### config.mk
export PLATFORM = sky130hd
export DESIGN_NAME = websocket_frame_decoder_unit
export DESIGN_NICKNAME = d
export VERILOG_FILES = /design/src/rtl/wsfd_pkg.sv /design/src/rtl/wsfd_in_stage.sv /design/src/rtl/wsfd_parser.sv /design/src/rtl/wsfd_out_stage.sv /design/src/rtl/websocket_frame_decoder_unit.sv
export SDC_FILE = /design/constraint.sdc
export NUM_CORES = 1
export LEC_CHECK = 0
export ABC_AREA = 0
export BUFFER_PORTS_ARGS = -buffer_cell sky130_fd_sc_hd__buf_4
export CAP_MARGIN = 20
export CORE_MARGIN = 1.5
export CORE_UTILIZATION = 50
export CTS_BUF_LIST = sky130_fd_sc_hd__clkbuf_4
export CTS_CLUSTER_SIZE = 12
export DETAILED_ROUTE_END_ITERATION = 6
export HOLD_SLACK_MARGIN = 0.1
export PLACE_DENSITY = 0.68
export SYNTH_ARGS = -nofsm -noshare
export SYNTH_HDL_FRONTEND = slang
export SYNTH_SLANG_ARGS = --single-unit
### constraint.sdc
create_clock -name clk -period 9.9 [get_ports clk]
set_input_delay 1.98 -clock clk [delete_from_list [all_inputs] [get_ports clk]]
set_output_delay 1.98 -clock clk [all_outputs]
set_load 0.01 [all_outputs]
### src/rtl/wsfd_pkg.sv
// Package for the websocket frame decoder: types, codes and reset constants.
`default_nettype none
package wsfd_pkg;

	localparam int unsigned LenW = 64;
	localparam int unsigned MaxLenW = 63;
	localparam logic [MaxLenW-1:0] MaxPayloadReset = MaxLenW'(64'd536870912);

	typedef enum logic [2:0] {
		PH_HDR0    = 3'd0,
		PH_HDR1    = 3'd1,
		PH_EXTLEN  = 3'd2,
		PH_KEY     = 3'd3,
		PH_PAYLOAD = 3'd4,
		PH_CLOSED  = 3'd5
	} phase_t;

	localparam logic [3:0] OP_CONT  = 4'h0;
	localparam logic [3:0] OP_TEXT  = 4'h1;
	localparam logic [3:0] OP_BIN   = 4'h2;
	localparam logic [3:0] OP_CLOSE = 4'h8;
	localparam logic [3:0] OP_PING  = 4'h9;

	localparam logic [1:0] CLS_DATA  = 2'd0;
	localparam logic [1:0] CLS_PING  = 2'd1;
	localparam logic [1:0] CLS_CLOSE = 2'd2;
	localparam logic [1:0] CLS_OVER  = 2'd3;

	localparam logic [1:0] MT_NONE = 2'd0;

	localparam logic [6:0] LEN7_EXT16 = 7'd126;
	localparam logic [6:0] LEN7_EXT64 = 7'd127;
	localparam logic [3:0] EXT16_BYTES = 4'd2;
	localparam logic [3:0] EXT64_BYTES = 4'd8;
	localparam logic [3:0] KEY_BYTES   = 4'd4;

	typedef struct packed {
		logic       valid;
		logic [7:0] data;
		logic       has_byte;
		logic [1:0] cls;
		logic [1:0] mt;
		logic       last;
	} res_t;

endpackage
`default_nettype wire

### src/rtl/wsfd_in_stage.sv
// Input register stage: holds one received byte until the parser takes it.
`default_nettype none
module wsfd_in_stage (
	input  logic       clk,
	input  logic       arst_n,
	input  logic       in_valid,
	output logic       in_ready,
	input  logic [7:0] in_byte,
	input  logic       take,
	output logic       valid_s1,
	output logic [7:0] byte_s1
);
	always_comb begin
		in_ready = !valid_s1 || take;
	end

	always_ff @(posedge clk or negedge arst_n) begin
		if (!arst_n) begin
			valid_s1 <= 1'b0;
		end else if (in_ready) begin
			valid_s1 <= in_valid;
		end
	end

	always_ff @(posedge clk) begin
		if (in_ready && in_valid) begin
			byte_s1 <= in_byte;
		end
	end
endmodule
`default_nettype wire

### src/rtl/wsfd_parser.sv
// Frame parser: header, length, mask key and payload state, one byte per beat.
`default_nettype none
module wsfd_parser (
	input  logic              clk,
	input  logic              arst_n,
	input  logic              go,
	input  logic [7:0]        rx_byte,
	input  logic [62:0]       max_len,
	output wsfd_pkg::res_t    res
);
	import wsfd_pkg::*;

	phase_t            phase_q, phase_d;
	logic              fin_q;
	logic [3:0]        op_q;
	logic              masked_q;
	logic [3:0]        left_q;
	logic [LenW-1:0]   rem_q;
	logic [31:0]       key_q;
	logic [1:0]        kp_q;
	logic [1:0]        mt_q;

	logic              fin_d, masked_d;
	logic [3:0]        op_d, left_d;
	logic [LenW-1:0]   rem_d;
	logic [31:0]       key_d;
	logic [1:0]        kp_d, mt_d;

	logic [6:0]        len7;
	logic              hdr1_ext, hdr1_short, ext_fin, len_ready, len_over, masked_now;
	logic              key_fin, start_pl, empty_end, pl_end, is_data, go_key;
	logic [LenW-1:0]   ext_len, len_val, pl_len;
	logic [7:0]        key_byte, plain;

	assign len7       = rx_byte[6:0];
	assign hdr1_ext   = (len7 == LEN7_EXT16) || (len7 == LEN7_EXT64);
	assign hdr1_short = (phase_q == PH_HDR1) && !hdr1_ext;
	assign ext_len    = {rem_q[LenW-9:0], rx_byte};
	assign ext_fin    = (phase_q == PH_EXTLEN) && (left_q == 4'd1);
	assign len_ready  = hdr1_short || ext_fin;
	assign len_val    = hdr1_short ? {{(LenW-7){1'b0}}, len7} : ext_len;
	assign len_over   = len_val > {1'b0, max_len};
	assign masked_now = (phase_q == PH_HDR1) ? rx_byte[7] : masked_q;
	assign go_key     = len_ready && !len_over && masked_now;
	assign key_fin    = (phase_q == PH_KEY) && (left_q == 4'd1);
	assign start_pl   = (len_ready && !len_over && !masked_now) || key_fin;
	assign pl_len     = key_fin ? rem_q : len_val;
	assign empty_end  = start_pl && (pl_len == '0);
	assign pl_end     = (phase_q == PH_PAYLOAD) && (rem_q == LenW'(1));
	assign is_data    = (op_q == OP_CONT) || (op_q == OP_TEXT) || (op_q == OP_BIN);

	always_comb begin
		unique case (kp_q)
			2'd0:    key_byte = key_q[31:24];
			2'd1:    key_byte = key_q[23:16];
			2'd2:    key_byte = key_q[15:8];
			default: key_byte = key_q[7:0];
		endcase
		plain = rx_byte ^ (masked_q ? key_byte : 8'h00);
	end

	// next phase
	always_comb begin
		phase_d = phase_q;
		unique case (phase_q)
			PH_HDR0: phase_d = PH_HDR1;
			PH_HDR1, PH_EXTLEN, PH_KEY: begin
				if (phase_q == PH_HDR1 && hdr1_ext) begin
					phase_d = PH_EXTLEN;
				end
				if (len_ready && len_over) begin
					phase_d = PH_CLOSED;
				end else if (go_key) begin
					phase_d = PH_KEY;
				end else if (start_pl) begin
					if (pl_len != '0) begin
						phase_d = PH_PAYLOAD;
					end else if (op_q == OP_CLOSE) begin
						phase_d = PH_CLOSED;
					end else begin
						phase_d = PH_HDR0;
					end
				end
			end
			PH_PAYLOAD: begin
				if (pl_end) begin
					phase_d = (op_q == OP_CLOSE) ? PH_CLOSED : PH_HDR0;
				end
			end
			PH_CLOSED: phase_d = PH_CLOSED;
			default:   phase_d = PH_HDR0;
		endcase
	end

	// datapath updates and result
	always_comb begin
		fin_d    = fin_q;
		op_d     = op_q;
		masked_d = masked_q;
		left_d   = left_q;
		rem_d    = rem_q;
		key_d    = key_q;
		kp_d     = kp_q;
		mt_d     = mt_q;
		res      = '0;
		unique case (phase_q)
			PH_HDR0: begin
				fin_d = rx_byte[7];
				op_d  = rx_byte[3:0];
				if (rx_byte[3:0] == OP_TEXT || rx_byte[3:0] == OP_BIN) begin
					mt_d = rx_byte[1:0];
				end
			end
			PH_HDR1: begin
				masked_d = rx_byte[7];
				rem_d    = hdr1_ext ? '0 : len_val;
				left_d   = (len7 == LEN7_EXT16) ? EXT16_BYTES : EXT64_BYTES;
			end
			PH_EXTLEN: begin
				rem_d  = ext_len;
				left_d = left_q - 4'd1;
			end
			PH_KEY: begin
				key_d  = {key_q[23:0], rx_byte};
				left_d = left_q - 4'd1;
			end
			PH_PAYLOAD: begin
				kp_d  = kp_q + 2'd1;
				rem_d = rem_q - LenW'(1);
				if (is_data) begin
					res = '{valid: 1'b1, data: plain, has_byte: 1'b1, cls: CLS_DATA,
						mt: mt_q, last: pl_end && fin_q};
					if (pl_end && fin_q) begin
						mt_d = MT_NONE;
					end
				end else if (op_q == OP_PING) begin
					res = '{valid: 1'b1, data: plain, has_byte: 1'b1, cls: CLS_PING,
						mt: MT_NONE, last: pl_end};
				end else if (op_q == OP_CLOSE && pl_end) begin
					res = '{valid: 1'b1, data: 8'h00, has_byte: 1'b0, cls: CLS_CLOSE,
						mt: MT_NONE, last: 1'b1};
				end
			end
			default: begin
			end
		endcase

		if (len_ready && len_over) begin
			res = '{valid: 1'b1, data: 8'h00, has_byte: 1'b0, cls: CLS_OVER,
				mt: MT_NONE, last: 1'b1};
		end
		if (go_key) begin
			left_d = KEY_BYTES;
			key_d  = '0;
		end
		if (start_pl) begin
			kp_d = 2'd0;
		end
		// zero-length frame ends right here with no byte to carry the end
		if (empty_end) begin
			if (op_q == OP_CLOSE) begin
				res = '{valid: 1'b1, data: 8'h00, has_byte: 1'b0, cls: CLS_CLOSE,
					mt: MT_NONE, last: 1'b1};
			end else if (op_q == OP_PING) begin
				res = '{valid: 1'b1, data: 8'h00, has_byte: 1'b0, cls: CLS_PING,
					mt: MT_NONE, last: 1'b1};
			end else if (is_data && fin_q) begin
				res = '{valid: 1'b1, data: 8'h00, has_byte: 1'b0, cls: CLS_DATA,
					mt: mt_q, last: 1'b1};
				mt_d = MT_NONE;
			end
		end
	end

	always_ff @(posedge clk or negedge arst_n) begin
		if (!arst_n) begin
			phase_q  <= PH_HDR0;
			fin_q    <= 1'b0;
			op_q     <= '0;
			masked_q <= 1'b0;
			left_q   <= '0;
			rem_q    <= '0;
			key_q    <= '0;
			kp_q     <= '0;
			mt_q     <= MT_NONE;
		end else if (go) begin
			phase_q  <= phase_d;
			fin_q    <= fin_d;
			op_q     <= op_d;
			masked_q <= masked_d;
			left_q   <= left_d;
			rem_q    <= rem_d;
			key_q    <= key_d;
			kp_q     <= kp_d;
			mt_q     <= mt_d;
		end
	end
endmodule
`default_nettype wire

### src/rtl/wsfd_out_stage.sv
// Result register: holds one result beat until the sink takes it.
`default_nettype none
module wsfd_out_stage (
	input  logic           clk,
	input  logic           arst_n,
	input  logic           load,
	input  wsfd_pkg::res_t res,
	output logic           free,
	output logic           out_valid,
	input  logic           out_ready,
	output logic [7:0]     out_byte,
	output logic [4:0]     out_user,
	output logic           out_last
);
	import wsfd_pkg::*;

	res_t res_q;

	always_comb begin
		free      = !out_valid || out_ready;
		out_byte  = res_q.data;
		out_user  = {res_q.mt, res_q.cls, res_q.has_byte};
		out_last  = res_q.last;
	end

	always_ff @(posedge clk or negedge arst_n) begin
		if (!arst_n) begin
			out_valid <= 1'b0;
		end else if (free) begin
			out_valid <= load && res.valid;
		end
	end

	always_ff @(posedge clk) begin
		if (free && load && res.valid) begin
			res_q <= res;
		end
	end
endmodule
`default_nettype wire

### src/rtl/websocket_frame_decoder_unit.sv
// Top level of the websocket frame decoder.
// Decodes a received websocket byte stream at one byte per clock: a byte
// taken on the slave side is registered, parsed once the result register is
// free and its result (if any) is registered on the master side, so a new
// byte can enter every cycle while the sink keeps up. The rate is set by the
// combinational parser update (64-bit length compare and decrement).
// Header and mask-key bytes give no beat, except that the byte that ends an
// empty final data frame or an empty ping gives one byteless end beat; payload
// bytes of data and ping frames give one beat each, and close or over-limit
// events give one byteless beat after which the decoder ignores input until reset.
// max_payload_len (cfg_wdata) resets to 512 MiB and must be written while idle.
`default_nettype none
module websocket_frame_decoder_unit (
	input  logic        clk,
	input  logic        arst_n,
	input  logic        cfg_wen,
	input  logic [62:0] cfg_wdata,   // max_payload_len
	input  logic        s_tvalid,
	output logic        s_tready,
	input  logic [7:0]  s_tdata,     // [7:0] rx_byte
	output logic        m_tvalid,
	input  logic        m_tready,
	output logic [7:0]  m_tdata,     // [7:0] out_byte
	output logic [4:0]  m_tuser,     // [0] has_byte, [2:1] out_class, [4:3] msg_type
	output logic        m_tlast      // last
);
	import wsfd_pkg::*;

	logic [MaxLenW-1:0] max_len_q;
	logic               valid_s1;
	logic [7:0]         byte_s1;
	logic               out_free;
	logic               advance;
	res_t               res;

	assign advance = valid_s1 && out_free;

	always_ff @(posedge clk or negedge arst_n) begin
		if (!arst_n) begin
			max_len_q <= MaxPayloadReset;
		end else if (cfg_wen) begin
			max_len_q <= cfg_wdata;
		end
	end

	wsfd_in_stage u_in (
		.clk      (clk),
		.arst_n   (arst_n),
		.in_valid (s_tvalid),
		.in_ready (s_tready),
		.in_byte  (s_tdata),
		.take     (advance),
		.valid_s1 (valid_s1),
		.byte_s1  (byte_s1)
	);

	wsfd_parser u_parser (
		.clk     (clk),
		.arst_n  (arst_n),
		.go      (advance),
		.rx_byte (byte_s1),
		.max_len (max_len_q),
		.res     (res)
	);

	wsfd_out_stage u_out (
		.clk       (clk),
		.arst_n    (arst_n),
		.load      (advance),
		.res       (res),
		.free      (out_free),
		.out_valid (m_tvalid),
		.out_ready (m_tready),
		.out_byte  (m_tdata),
		.out_user  (m_tuser),
		.out_last  (m_tlast)
	);
endmodule
`default_nettype wire

* Word level (Yosys, flattened, before mapping)
Index checks and enable logic that the tools add are counted.
Word-level totals: input bits 76, bits in registers 200
Cells by class: eq/ne operators 19, add/subtract/negate cells 3, muxes and demuxes 39, bitwise logic cells 1, reductions and logical operators 48, $lt $le $gt $ge 1
Operator list (number):
- 2-to-1 mux 64 bit | 3
- case mux 64 bit (3 select lines) | 1
- 2-to-1 mux 15 bit | 9
- == test 64 x 1 -> 1 bit (second input constant) | 1
- > comparator 64 x 63 -> 1 bit | 1
- logical NOT 64 bit | 1
- 2-to-1 mux 32 bit | 2
- nonzero test 64 bit | 1
- subtractor 64 x 1 -> 64 bit (second input constant) | 1
- case mux 8 bit (3 select lines) | 1
- 2-to-1 mux 3 bit | 7
- logical AND 1 bit | 18
- 2-to-1 mux 2 bit | 9
- == test 7 bit (second input constant) | 2
- == test 4 x 1 -> 1 bit (second input constant) | 3
- case mux 3 bit (4 select lines) | 1
- AND reduction 2 bit | 5
- == test 4 x 2 -> 1 bit (second input constant) | 2
- == test 4 bit (second input constant) | 2
- logical OR 1 bit | 8
- 2-to-1 mux 4 bit | 2
- 2-to-1 mux 8 bit | 1
- case mux 4 bit (2 select lines) | 1
- XOR 8 bit | 1
- 20 further kinds | 28

* Depth between registers and ports, before layout
depth in word-level cells 14, mapped depth 17, depth with buffers taken out 13

* Modules after synthesis
A second synthesis with hierarchy kept.
Unflattened totals: cells, all modules 1244, area total of the unflattened synthesis 12236.7 um2
Modules (own cells, without submodules):
- wsfd_parser | area an instance 8812.2 um2, sequential area each 2827.7 um2, instances 1, cells each 1079
- websocket_frame_decoder_unit | area an instance 2650.0 um2, sequential area each 1577.8 um2, instances 1, cells each 134
- wsfd_out_stage | area an instance 480.5 um2, sequential area each 445.4 um2, instances 1, cells each 19
- wsfd_in_stage | area an instance 294.0 um2, sequential area each 265.3 um2, instances 1, cells each 12

* Worst setup path before layout
Ideal clock, no wire load.
path kind register to register, start reg u_parser.phase_q[2], end reg u_out.res_q, in the netlist u_out.out_byte[0], enable pin, arrival time 4460 ps, buffers on the path 3, setup slack 5050 ps, cell stages (with the launch flop) 17, cells stage by stage dfrtp_1 buf_6 nor3b_2 o21ai_0 clkbuf_1 clkbuf_1 and2_1 ha_1 and4_1 nand4_1 nand2b_1 nand4b_1 or4b_4 o21ai_1 nor2_1 or3_1 a21oi_1
On the way: longest elaborated chain between the ends 13, elaborated cells between the ends (all ways) 32
Ends and longest elaborated chain:
- start: declaration | RTL line wsfd_parser.sv:13 | phase_t phase_q, phase_d;
- start signal: assignment | RTL line wsfd_parser.sv:187 | phase_q <= phase_d;
- branches (longest 11 deep; another with > comparator 64 x 63 -> 1 bit)
- 2-to-1 mux 15 bit (*) | RTL line wsfd_parser.sv:160 | if (empty_end) begin
- logical AND 1 bit (*) | RTL line wsfd_out_stage.sv:35 | if (free && load && res.valid) begin
- end signal: assignment | RTL line wsfd_out_stage.sv:36 | res_q <= res;
- end: declaration | RTL line wsfd_out_stage.sv:17 | res_t res_q;
Mark *: on every way between the ends. A chain may end at the register's enable or synchronous reset.

* Worst setup path after layout
start reg u_parser.phase_q[2], end reg u_out.res_q, in the netlist u_out.out_byte[6], enable pin
Same word-level chain as after synthesis.

==> qor.yml <==
drt:
  route.detailed.drc: 0
  vias: 10105
  wl_per_cell_um: 17.7
  viasPerCell: 5.92
  drtAntennaViolNets: 0
  drt-pass1-iter-count: 5
  wl_mm: 30.2
  drtIter0Drc: 966
power:
  cell_internal_pwr_w: 0.00170
  pwr-share-comb: 0.418
  sequentialPowerShare: 0.434
  power-per-cell-area_nw_per_um2: 235
  pwr-share-clk: 0.148
  switchingPower_w: 0.00135
  ir_drop_mv: 0.117
  p_leak_nw: 5.74
  p_sw_frac: 0.444
yosys:
  synth-seq-area-share: 0.434
  ys_warn_count: 0
  yosysUniqueCellTypes: 77
  synthFlopType: "dfrtp_1"
  synth.largest_area_cell: "dfrtp_1"
  synth_area_leaders: "dfrtp_1, o21ai_0, ha_1"
  syn_avg_cell_area_um2: 8.84
  async_reset_ff_frac: 0.890
  syn_area_um2: 11800
  syn_inst: 1333
  synth_top_area_share: 0.376
  synth_edf_count: 22
  synth_fp_nets: 1477
  synth-seq-cells: 200
placement:
  gp_congestion: 0.901
  io_buffers: 91
  dp_cells: 1670
  dp_hpwl_mm: 21.2
  placed_cell_area_um2: 12600
global_routing:
  grt_pass1_wl_mm: 49.3
  antenna_found_initial: 1
  grt_pass1_vias: 9489
  grt_overflow: 0
  grt_max_degree: 107
  grt_usage: 0.256
critical_path:
  cp.required_ps: 10230
  end_kind: "register"
  worstSetupStartpointType: "register"
  crit_type: "register to register"
  cp_max_fo: 26
  cp_data_arrival_time_ps: 5830
flow_run:
  drv_cap: 0
cts:
  cts_root_buf: "clkbuf_4"
  cts_tree: "done"
  cts_buffers: 17
  cts.clk_slew.worst_paths_ps: 180
  ctsHoldBuffers: 0
  post_cts_buffers: 0
  htreeDepth: 4
  clk_path_buf_depth: 2
  cts-resized-gates: 0
  cts.sinks: 200
  clock_latency_ps: 620
die:
  core-area_um2: 22900
  rows: 55
  ioPinCount: 92
  start_util: 0.514
  die_width_um: 157
  dieHeight_um: 157
  die_area_um2: 24500
worst_hold_path:
  min_path_type: "register to register"
layout:
  num-nets-final: 1521
  drive_gt1_frac: 0.122
  stdcell_area_um2: 13000
  instances_no_fill: 1708
  area_growth_pct: 10.1
  final_cell_mix: "o21ai_0, dfrtp_1, nand2_1"
  final_common_cell: "o21ai_0"
sta:
  min_period_over_period: 0.556
  slew_viol_final: 0
  rsz0062_at_grt: "false"
  fin_tns_setup_ps: 0
  hold_viol: 0
  tightest_slew_ps: 978
  setup_violations: 0
  post-route-min-period_ps: 5500
  finalClockSkew_ps: 26.2
  slew_headroom: 0.348
  fmax_mhz: 182
status:
  outcome: "finished, final reports clean"
## layout make-up
cell class / instances / area, um^2
fillers: 2138 / 9940
clock buffers: 17 / 128
inverters: 83 / 312
well taps: 313 / 392
clock inverters: 15 / 178
diodes: 5 / 12.5
repair buffers: 102 / 790
flip-flops and latches: 200 / 5120
multi-input cells: 973 / 6050
## path summary, 6_finish.rpt
kind | from | to | slack (ps) | cells past startpoint
hold reg to reg | max_len_q[29]$_DFFE_PN1P_ | max_len_q[29]$_DFFE_PN1P_ | 520 | 2
setup / recovery | u_parser.phase_q[2]$_DFFE_PN0P_ | u_out.out_byte[6]$_DFFE_PP_ | 4400 | 15
setup reg to reg | u_parser.phase_q[2]$_DFFE_PN0P_ | u_out.out_byte[6]$_DFFE_PP_ | 4400 | 15
hold / removal | max_len_q[29]$_DFFE_PN1P_ | max_len_q[29]$_DFFE_PN1P_ | 520 | 2
min in group asynchronous | arst_n | max_len_q[39]$_DFFE_PN0P_ | 1470 | 1
max in group asynchronous | arst_n | u_parser.rem_q[20]$_DFFE_PN0P_ | 6870 | 2
## flip-flops by register name (all words and copies together), names as in the netlist
| name | flops |
|---|---|
| u_parser.masked_q | 1 |
| u_parser.phase_q | 3 |
| u_parser.fin_q | 1 |
| u_parser.left_q | 4 |
| u_out.out_byte | 8 |
| u_parser.rem_q | 64 |
| u_out.out_user | 5 |
| u_parser.mt_q | 2 |
| u_in.byte_s1 | 8 |
| u_parser.key_q | 32 |
| u_out.out_last | 1 |
| u_out.out_valid | 1 |
| max_len_q | 63 |
| u_in.valid_s1 | 1 |
| u_parser.kp_q | 2 |
| u_parser.op_q | 4 |
## per-stage QoR
step	util	worst slack (ps)	hold WS [ps]	power, W
2_1_floorplan	-	5050	466	0.00222
3_3_place_gp	0.551	4690	484	0.00256
3_5_place_dp	0.551	4510	485	0.00258
4_1_cts	0.565	4470	528	0.00304
5_1_grt	0.566	4150	545	0.00330
6_report	0.566	4400	520	0.00305
## cells by family (layout without fill, tap and decap cells)
group / after synthesis / after routing / share of synthesized area
compound gates: 457 / 457 / 0.237
xor+xnor: 11 / 11 / 0.00817
fa+ha+maj: 69 / 69 / 0.0730
buf+inv: 160 / 217 / 0.0535
flops: 200 / 200 / 0.434
mux: 9 / 9 / 0.00849
other cells: 0 / 5 / 0
simple gates: 427 / 427 / 0.185
## power groups by stage
stage | registers, W | clock network (W) | logic [W]
2_1_floorplan | 0.00121 | 0 | 0.00100
3_3_place_gp | 0.00133 | 0 | 0.00123
3_5_place_dp | 0.00133 | 0 | 0.00125
4_1_cts | 0.00131 | 0.000462 | 0.00126
5_1_grt | 0.00135 | 0.000496 | 0.00145
6_report | 0.00132 | 0.000451 | 0.00127
## critical path: stages, from the launching register on
cell      delay, ps
dfrtp_1         600
nor3b_2         780
o21ai_2         450
buf_4           350
and2_1          190
ha_1            300
and4_1          180
nand4_1         160
nand2b_1        220
nand4b_1        320
or4b_4          630
o21ai_1         150
nor2_1          130
or3_1           360
a21oi_1         140
buf_4           240
## synthesized netlist by cell type (6+ instances only)
master      n
o21ai_0   212
dfrtp_1   177
nand2_1   119
a21oi_1    91
nor2_1     91
inv_1      83
ha_1       68
clkbuf_1   56
and2_1     54
nor3_1     37
a22o_1     32
a22oi_1    32
nand3_1    23
edfxtp_1   22
nor4_1     22
a32oi_1    16
nand2b_1   14
buf_1      12
nand4_1    11
xor2_1     10
a222oi_1    8
a31oi_1     8
mux2_2      8
or3_1       8
and3_1      7
nor2b_1     7
a211oi_1    6
buf_2       6
## routing by layer
layer	track usage	up-vias	wire length, um
li1	-	4916	-
met1	0.356	4808	13800
met2	0.406	325	14100
met3	0.0465	56	1680
met4	0.0776	0	590
met5	0	-	0
(Power assumes the default switching activity.)
